--- src/rtl/core/sil_pkg.sv ---
// ----------------------------------------------------------------------------
// sil_pkg
// Shared types and constants for the sorted insertion list.
// ----------------------------------------------------------------------------
package sil_pkg;

    // Default number of stored values
    localparam int CAPACITY_DEF = 16;

    // Longest readout run, set by the 4-bit element position field
    localparam int MAX_READOUT = 16;

    // Field widths
    localparam int VALUE_W = 32;
    localparam int POS_W   = 4;
    localparam int COUNT_W = 5;

    // Commands from the controller to the datapath
    typedef struct packed {
        logic load_value;    // capture the incoming value
        logic rd_en;         // memory read, data registered
        logic wr_en;         // memory write
        logic wr_sel_value;  // write the new value, else the read data
        logic out_load;      // load the output register
        logic out_last;      // last element of this readout run
        logic out_rejected;  // value of this step was dropped
    } ctrl_cmd_t;

    // Status from the datapath to the controller
    typedef struct packed {
        logic ge;        // read data >= new value (signed)
        logic out_free;  // output register can take a new element
    } dp_status_t;

endpackage

--- src/rtl/core/sil_dpath.sv ---
// ----------------------------------------------------------------------------
// sil_dpath
// Value store, comparator and output register of the sorted insertion list.
// ----------------------------------------------------------------------------
module sil_dpath #(
    parameter int CAPACITY = sil_pkg::CAPACITY_DEF,
    parameter int ADDR_W   = $clog2(CAPACITY)
) (
    input  logic                                aclk,
    input  logic                                aresetn,
    input  sil_pkg::ctrl_cmd_t                  cmd,
    output sil_pkg::dp_status_t                 sts,
    input  logic [ADDR_W-1:0]                   rd_addr,
    input  logic [ADDR_W-1:0]                   wr_addr,
    input  logic [sil_pkg::POS_W-1:0]           out_position,
    input  logic [sil_pkg::COUNT_W-1:0]         out_count,
    input  logic signed [sil_pkg::VALUE_W-1:0]  s_new_value,
    output logic                                m_valid,
    input  logic                                m_ready,
    output logic signed [sil_pkg::VALUE_W-1:0]  m_element_value,
    output logic [sil_pkg::POS_W-1:0]           m_element_position,
    output logic                                m_last_element,
    output logic                                m_value_rejected,
    output logic [sil_pkg::COUNT_W-1:0]         m_stored_count
);

    logic signed [sil_pkg::VALUE_W-1:0] mem [CAPACITY];
    logic signed [sil_pkg::VALUE_W-1:0] value_reg;
    logic signed [sil_pkg::VALUE_W-1:0] rd_data_reg;
    logic signed [sil_pkg::VALUE_W-1:0] wr_data;
    logic                               m_valid_reg;
    logic signed [sil_pkg::VALUE_W-1:0] out_value_reg;
    logic [sil_pkg::POS_W-1:0]          out_pos_reg;
    logic                               out_last_reg;
    logic                               out_rej_reg;
    logic [sil_pkg::COUNT_W-1:0]        out_count_reg;

    // Value being inserted
    always_ff @(posedge aclk) begin
        if (cmd.load_value) begin
            value_reg <= s_new_value;
        end
    end

    // Store: one write port, one registered read port
    assign wr_data = cmd.wr_sel_value ? value_reg : rd_data_reg;

    always_ff @(posedge aclk) begin
        if (cmd.wr_en) begin
            mem[wr_addr] <= wr_data;
        end
        if (cmd.rd_en) begin
            rd_data_reg <= mem[rd_addr];
        end
    end

    // Status
    assign sts.ge       = (rd_data_reg >= value_reg);
    assign sts.out_free = !m_valid_reg || m_ready;

    // Output register
    always_ff @(posedge aclk) begin
        if (!aresetn) begin
            m_valid_reg <= 1'b0;
        end else if (cmd.out_load) begin
            m_valid_reg <= 1'b1;
        end else if (m_ready) begin
            m_valid_reg <= 1'b0;
        end
    end

    always_ff @(posedge aclk) begin
        if (cmd.out_load) begin
            out_value_reg <= rd_data_reg;
            out_pos_reg   <= out_position;
            out_last_reg  <= cmd.out_last;
            out_rej_reg   <= cmd.out_rejected;
            out_count_reg <= out_count;
        end
    end

    assign m_valid            = m_valid_reg;
    assign m_element_value    = out_value_reg;
    assign m_element_position = out_pos_reg;
    assign m_last_element     = out_last_reg;
    assign m_value_rejected   = out_rej_reg;
    assign m_stored_count     = out_count_reg;

endmodule

--- src/rtl/core/sil_ctrl.sv ---
// ----------------------------------------------------------------------------
// sil_ctrl
// Controller of the sorted insertion list: insertion scan and readout run.
// ----------------------------------------------------------------------------
module sil_ctrl #(
    parameter int CAPACITY = sil_pkg::CAPACITY_DEF,
    parameter int ADDR_W   = $clog2(CAPACITY)
) (
    input  logic                        aclk,
    input  logic                        aresetn,
    input  logic                        s_valid,
    output logic                        s_ready,
    output sil_pkg::ctrl_cmd_t          cmd,
    input  sil_pkg::dp_status_t         sts,
    output logic [ADDR_W-1:0]           rd_addr,
    output logic [ADDR_W-1:0]           wr_addr,
    output logic [sil_pkg::POS_W-1:0]   out_position,
    output logic [sil_pkg::COUNT_W-1:0] out_count
);

    localparam int CNT_W = $clog2(CAPACITY + 1);
    localparam int NW    = (CNT_W > sil_pkg::COUNT_W) ? CNT_W : sil_pkg::COUNT_W;

    typedef enum logic [3:0] {
        ST_IDLE  = 4'b0001,
        ST_SEEK  = 4'b0010,
        ST_SHIFT = 4'b0100,
        ST_READ  = 4'b1000
    } state_t;

    state_t             state_reg, state_next;
    logic [CNT_W-1:0]   count_reg, count_next;
    logic [ADDR_W-1:0]  idx_reg, idx_next;
    logic [NW-1:0]      issue_reg, issue_next;
    logic [NW-1:0]      ld_pos_reg, ld_pos_next;
    logic               fetch_reg, fetch_next;
    logic               rej_reg, rej_next;
    logic [NW-1:0]      count_ext;
    logic [NW-1:0]      run_len;
    logic               is_last;
    logic               do_issue;

    // Readout length: stored count, at most one full position range
    assign count_ext = NW'(count_reg);
    assign run_len   = (count_ext >= NW'(sil_pkg::MAX_READOUT)) ?
                       NW'(sil_pkg::MAX_READOUT) : count_ext;
    assign is_last   = (ld_pos_reg == run_len - NW'(1));

    assign s_ready      = (state_reg == ST_IDLE);
    assign out_position = ld_pos_reg[sil_pkg::POS_W-1:0];
    assign out_count    = count_ext[sil_pkg::COUNT_W-1:0];

    // Next state and commands
    always_comb begin
        state_next  = state_reg;
        count_next  = count_reg;
        idx_next    = idx_reg;
        issue_next  = issue_reg;
        ld_pos_next = ld_pos_reg;
        fetch_next  = fetch_reg;
        rej_next    = rej_reg;
        rd_addr     = '0;
        wr_addr     = idx_reg;
        do_issue    = 1'b0;
        cmd         = '0;
        cmd.out_last     = is_last;
        cmd.out_rejected = rej_reg;

        case (state_reg)
            ST_IDLE: begin
                issue_next  = '0;
                ld_pos_next = '0;
                fetch_next  = 1'b0;
                if (s_valid) begin
                    cmd.load_value = 1'b1;
                    if (count_reg == CNT_W'(CAPACITY)) begin
                        rej_next   = 1'b1;
                        state_next = ST_READ;
                    end else begin
                        rej_next   = 1'b0;
                        count_next = count_reg + CNT_W'(1);
                        idx_next   = count_reg[ADDR_W-1:0];
                        state_next = ST_SEEK;
                    end
                end
            end

            // Place the value at the bottom, or fetch the entry below the slot
            ST_SEEK: begin
                if (idx_reg == '0) begin
                    cmd.wr_en        = 1'b1;
                    cmd.wr_sel_value = 1'b1;
                    state_next       = ST_READ;
                end else begin
                    cmd.rd_en  = 1'b1;
                    rd_addr    = idx_reg - ADDR_W'(1);
                    state_next = ST_SHIFT;
                end
            end

            // Move entries >= value up one place, fetching the next one down
            ST_SHIFT: begin
                cmd.wr_en = 1'b1;
                if (sts.ge) begin
                    idx_next = idx_reg - ADDR_W'(1);
                    if (idx_reg == ADDR_W'(1)) begin
                        state_next = ST_SEEK;
                    end else begin
                        cmd.rd_en = 1'b1;
                        rd_addr   = idx_reg - ADDR_W'(2);
                    end
                end else begin
                    cmd.wr_sel_value = 1'b1;
                    state_next       = ST_READ;
                end
            end

            // Readout run: one fetch in flight ahead of the output register
            ST_READ: begin
                cmd.out_load = fetch_reg && sts.out_free;
                do_issue     = (!fetch_reg || cmd.out_load) && (issue_reg < run_len);
                rd_addr      = issue_reg[ADDR_W-1:0];
                cmd.rd_en    = do_issue;
                if (do_issue) begin
                    issue_next = issue_reg + NW'(1);
                    fetch_next = 1'b1;
                end else if (cmd.out_load) begin
                    fetch_next = 1'b0;
                end
                if (cmd.out_load) begin
                    ld_pos_next = ld_pos_reg + NW'(1);
                    if (is_last) begin
                        fetch_next = 1'b0;
                        state_next = ST_IDLE;
                    end
                end
            end

            default: begin
                state_next = ST_IDLE;
            end
        endcase
    end

    // Control registers
    always_ff @(posedge aclk) begin
        if (!aresetn) begin
            state_reg  <= ST_IDLE;
            count_reg  <= '0;
            idx_reg    <= '0;
            issue_reg  <= '0;
            ld_pos_reg <= '0;
            fetch_reg  <= 1'b0;
            rej_reg    <= 1'b0;
        end else begin
            state_reg  <= state_next;
            count_reg  <= count_next;
            idx_reg    <= idx_next;
            issue_reg  <= issue_next;
            ld_pos_reg <= ld_pos_next;
            fetch_reg  <= fetch_next;
            rej_reg    <= rej_next;
        end
    end

endmodule

--- src/rtl/core/sorted_insert_list.sv ---
// Sorted insertion list: each accepted value is inserted in ascending signed
// order into a store of CAPACITY entries (ahead of any equal entries); when
// the store is full the value is dropped and the step is flagged rejected.
// After every item the list is read out smallest first, one transfer per
// element, up to 16 elements, with last_element on the final transfer. An
// insertion moves every entry not below the new value up one place, one per
// cycle through the store's write port and the comparator, and the readout
// gives one element per cycle while m_ready stays high; output stalls hold
// it. The insertion scan and the readout share the one read port of the
// store. The last result of an item may still wait in the output register
// while the next item is accepted.
// ----------------------------------------------------------------------------
// sorted_insert_list
// Top level: controller, datapath and checks.
// ----------------------------------------------------------------------------
module sorted_insert_list #(
    parameter int CAPACITY = sil_pkg::CAPACITY_DEF
) (
    input  logic                                aclk,
    input  logic                                aresetn,
    input  logic                                s_valid,
    output logic                                s_ready,
    input  logic signed [sil_pkg::VALUE_W-1:0]  s_new_value,
    output logic                                m_valid,
    input  logic                                m_ready,
    output logic signed [sil_pkg::VALUE_W-1:0]  m_element_value,
    output logic [sil_pkg::POS_W-1:0]           m_element_position,
    output logic                                m_last_element,
    output logic                                m_value_rejected,
    output logic [sil_pkg::COUNT_W-1:0]         m_stored_count
);

    localparam int ADDR_W = $clog2(CAPACITY);

    sil_pkg::ctrl_cmd_t          cmd;
    sil_pkg::dp_status_t         sts;
    logic [ADDR_W-1:0]           rd_addr;
    logic [ADDR_W-1:0]           wr_addr;
    logic [sil_pkg::POS_W-1:0]   out_position;
    logic [sil_pkg::COUNT_W-1:0] out_count;

    sil_ctrl #(
        .CAPACITY (CAPACITY),
        .ADDR_W   (ADDR_W)
    ) u_ctrl (
        .aclk         (aclk),
        .aresetn      (aresetn),
        .s_valid      (s_valid),
        .s_ready      (s_ready),
        .cmd          (cmd),
        .sts          (sts),
        .rd_addr      (rd_addr),
        .wr_addr      (wr_addr),
        .out_position (out_position),
        .out_count    (out_count)
    );

    sil_dpath #(
        .CAPACITY (CAPACITY),
        .ADDR_W   (ADDR_W)
    ) u_dpath (
        .aclk               (aclk),
        .aresetn            (aresetn),
        .cmd                (cmd),
        .sts                (sts),
        .rd_addr            (rd_addr),
        .wr_addr            (wr_addr),
        .out_position       (out_position),
        .out_count          (out_count),
        .s_new_value        (s_new_value),
        .m_valid            (m_valid),
        .m_ready            (m_ready),
        .m_element_value    (m_element_value),
        .m_element_position (m_element_position),
        .m_last_element     (m_last_element),
        .m_value_rejected   (m_value_rejected),
        .m_stored_count     (m_stored_count)
    );

`ifndef SYNTHESIS
    // Read and write in one cycle never target the same entry
    a_no_rw_clash: assert property (@(posedge aclk) disable iff (!aresetn)
        (cmd.rd_en && cmd.wr_en) |-> (rd_addr != wr_addr))
        else $error("store read and write at the same entry");

    // The output register is only loaded when it is free
    a_out_load_free: assert property (@(posedge aclk) disable iff (!aresetn)
        cmd.out_load |-> sts.out_free)
        else $error("output register overwritten");

    // An accepted item keeps the block busy in the next cycle
    a_busy_after_accept: assert property (@(posedge aclk) disable iff (!aresetn)
        (s_valid && s_ready) |=> !s_ready)
        else $error("input taken while an item is in progress");
`endif

endmodule
--- config.mk ---
export PLATFORM = sky130hd
export DESIGN_NAME = sorted_insert_list
export DESIGN_NICKNAME = d
export VERILOG_FILES = /design/src/rtl/core/sil_pkg.sv /design/src/rtl/core/sil_dpath.sv /design/src/rtl/core/sil_ctrl.sv /design/src/rtl/core/sorted_insert_list.sv
export SDC_FILE = /design/constraint.sdc
export NUM_CORES = 1
export LEC_CHECK = 0
export BUFFER_PORTS_ARGS = -buffer_cell sky130_fd_sc_hd__buf_4
export CAP_MARGIN = 10
export CORE_ASPECT_RATIO = 1.5
export CORE_MARGIN = 8
export CORE_UTILIZATION = 32
export DETAILED_ROUTE_END_ITERATION = 12
export PLACE_DENSITY_LB_ADDON = 0.05
export SYNTH_ARGS = -nofsm -noshare
export SYNTH_HDL_FRONTEND = slang
export SYNTH_SLANG_ARGS = --single-unit
--- constraint.sdc ---
create_clock -name aclk -period 3.8 [get_ports aclk]
set_clock_uncertainty 0.05 [all_clocks]
set_input_delay 0.57 -clock aclk [delete_from_list [all_inputs] [get_ports aclk]]
set_output_delay 0.57 -clock aclk [all_outputs]
set_load 0.02 [all_outputs]
==> results_dict.tcl <==
set metrics [dict create \
    outcome "finished, violations left" \
    violations "negative setup slack" \
    p_per_area_mw_per_mm2 502 \
    insertion_delay_ns 0.61 \
    io_pins 81 \
    worst_ep_required_time_ns 4.10 \
    die_w_um 247 \
    cts.path.max_buffers 3 \
    pwr-share-clk_pct 40.8 \
    setup_viol 31 \
    arrival_ns 4.21 \
    regMostFlops "u_dpath.mem" \
    cts.sinks 645 \
    maxSlewViolCount 0 \
    ys_warn_count 0 \
    vias 14417 \
    final_layout_size_suffix_gt1_share_pct 26.3 \
    worst_slew_pin_slew_ns 0.752 \
    io_buffers 80 \
    grt_pass1_vias 15272 \
    finalHoldViolCount 0 \
    largest_reg_flops 512 \
    dpl.hpwl_mm 44.2 \
    fin_util_pct 41.3 \
    drt_iter0_markers 756 \
    synth_common_cells "edfxtp_1, mux2i_1, o22ai_1" \
    htreeDepth 3 \
    core_area_mm2 0.0795 \
    finalSetupTns_ns -2.05 \
    drcViolationCount 0 \
    ys_seq_area_share_pct 74.9 \
    swShare_pct 23.1 \
    nFillCells 7195 \
    syn_area_mm2 0.0255 \
    finalCriticalPeriod_ns 3.91 \
    root_buffer "clkbuf_16" \
    routed_wirelength_mm 78.2 \
    path_clk_slew_ns 0.06 \
    avgSynthCellArea_um2 16.7 \
    dp.cells 2740 \
    yosysMostFrequentCell "edfxtp_1" \
    nets 1929 \
    power_frac_comb_pct 9.6 \
    intPower_mw 12.6 \
    crit_type "reg -> reg" \
    synth_largest_area_cell "edfxtp_1" \
    power.leakage_nw 12.6 \
    grt_antenna_before_repair 0 \
    syn-num-nets 1606 \
    synth_enable_flop_cells 619 \
    synth_top_area_share_pct 72.9 \
    pwr-share-seq_pct 49.6 \
    relSlewSlack_pct 49.9 \
    cts_tree "built" \
    die_area_mm2 0.0892 \
    grt-ovfl-total 0 \
    grt_max_degree 33 \
    synthTopCellsByArea "edfxtp_1, mux2i_1, o22ai_1" \
    dr.pass1.iters 5 \
    gp_congestion 0.745 \
    crit_fanout 6 \
    num_antenna_cells 0 \
    crit_path_start_kind "register" \
    start_util_pct 32.1 \
    grt_use_total_pct 17.5 \
    rows 127 \
    end_kind "register" \
    synth_cells 1523 \
    die_y_um 362 \
    syn2layout_area_growth_pct 28.5 \
    grt_pass1_wl_mm 112 \
    drtAntennaViolNets 0 \
    async_reset_ff_share_pct 0 \
    hold_path_class "in -> reg" \
    stdcell_count 2931 \
    peakVddDrop_mv 0.329 \
    cts.hold.buffers_added 0 \
    p_sw_mw 3.80 \
    drt-vias-per-instance 4.92 \
    fin_ws_ns -0.113 \
    synth_ff_type "edfxtp_1" \
    wl_per_cell_um 26.7 \
    numCtsBuffers 69 \
    maxCapViolCount 0 \
    ys_seq_elements 645 \
    fin_crit_sh_pct 103 \
    clock.fmax_mhz 256 \
    yosysUniqueCellTypes 57 \
    rsz0062_at_grt "yes" \
]
==> timing repair <==
action,in CTS,in global routing
buffers inserted,42,9
pin swaps,36,14
resized for setup,84,52
setup endpoints to repair,32,32
cloned,20,3
==> layout make-up <==
cell class              count  area [µm²]  area share, %
multi-input cells         765        6350           19.4
inverters                  45         169          0.515
clock inverters            37         398           1.21
flip-flops and latches    645       19100           58.3
well taps                1032        1290           3.94
clock buffers              87        1820           5.54
repair buffers            320        3650           11.1
==> layout by cell type, fill, tap and decap left out, types with 6 or more instances in the layout <==
cell / Yosys / layout
a21oi_1: 28 / 28
and2_2: 0 / 15
buf_12: 0 / 54
buf_16: 0 / 19
buf_4: 3 / 214
buf_6: 7 / 24
buf_8: 0 / 6
bufinv_16: 0 / 8
clkbuf_1: 25 / 17
clkbuf_16: 0 / 73
clkinv_1: 1 / 14
clkinv_2: 0 / 10
dfxtp_1: 26 / 26
edfxtp_1: 619 / 619
ha_1: 47 / 43
inv_1: 44 / 40
mux2i_1: 257 / 249
mux2i_2: 0 / 7
nand2_1: 69 / 68
nand3_1: 17 / 15
nand4_1: 11 / 11
nor2_1: 35 / 33
nor3_1: 8 / 6
o21ai_0: 41 / 41
o22ai_1: 128 / 106
o22ai_2: 0 / 16
o22ai_4: 0 / 6
or4_1: 32 / 28
xnor2_1: 8 / 8
xor2_1: 12 / 12
==> through the flow <==
| stage | instance area [µm²] | total power, mW | setup slack, ns | hold WS (ns) |
|---|---|---|---|---|
| after floorplan | 25500 | 9.08 | 0.141 | 0.356 |
| after global placement | 28900 | 9.77 | -0.421 | 0.380 |
| after detailed placement | 28900 | 9.78 | -0.371 | 0.378 |
| after CTS | 32500 | 16.7 | -0.134 | 0.0334 |
| after global routing | 32800 | 17.1 | -0.238 | 0.0468 |
| final | 32800 | 16.5 | -0.113 | 0.0805 |
==> cell families after synthesis <==
kind of cell,synth area share [%]
AND/OR/NAND/NOR,4.30
multiplexers,10.1
buffers and inverters,2.09
adder cells (fa/ha/maj),2.31
XOR/XNOR,0.687
flip-flops,74.9
AO/OA/AOI/OAI,5.57
==> path summary, 6_finish.rpt <==
check,to,slack [ns],start,cells past startpoint
setup / recovery,u_dpath.rd_data_reg[28]$_DFFE_PP_,-0.11,u_dpath.value_reg[0]$_DFFE_PP_,15
hold / removal,u_dpath.value_reg[9]$_DFFE_PP_,0.08,s_new_value[9],1
setup reg to reg,u_dpath.rd_data_reg[28]$_DFFE_PP_,-0.11,u_dpath.value_reg[0]$_DFFE_PP_,15
hold reg to reg,u_dpath.m_value_rejected$_DFFE_PP_,0.39,u_ctrl.rej_reg$_SDFFE_PN0P_,0
==> worst max-delay path, stage by stage, from the launching register on <==
cell,delay (ns)
edfxtp_1,0.40
ha_1,0.29
nand2b_4,0.16
a2111o_1,0.43
a311o_1,0.33
o21a_4,0.24
buf_6,0.12
a21oi_4,0.17
buf_6,0.13
o221ai_4,0.12
buf_6,0.15
nand4_1,0.10
buf_12,0.16
buf_16,0.15
o22ai_1,0.08
or4_4,0.55
==> power groups by stage <==
| stage | Sequential [mW] | Clock [mW] | Combinational (mW) |
|---|---|---|---|
| finish | 8.16 | 6.71 | 1.59 |
| global route | 8.18 | 7.12 | 1.76 |
| CTS | 8.16 | 6.91 | 1.61 |
| detailed placement | 8.31 | 0 | 1.47 |
| global placement | 8.31 | 0 | 1.46 |
| floorplan | 8.30 | 0 | 0.785 |
==> routing by layer <==
layer  wire (µm)  share of wire [%]  GRT usage, %  up-vias
met5           0                  0             0        -
met3        2400                3.1          2.10      103
li1            -                  -             -     6664
met2       42000                 54          32.5      259
met1       31900                 41          20.8     7391
met4        1830                2.3          5.29        0
Note: power is estimated with default switching activity, not from simulation.
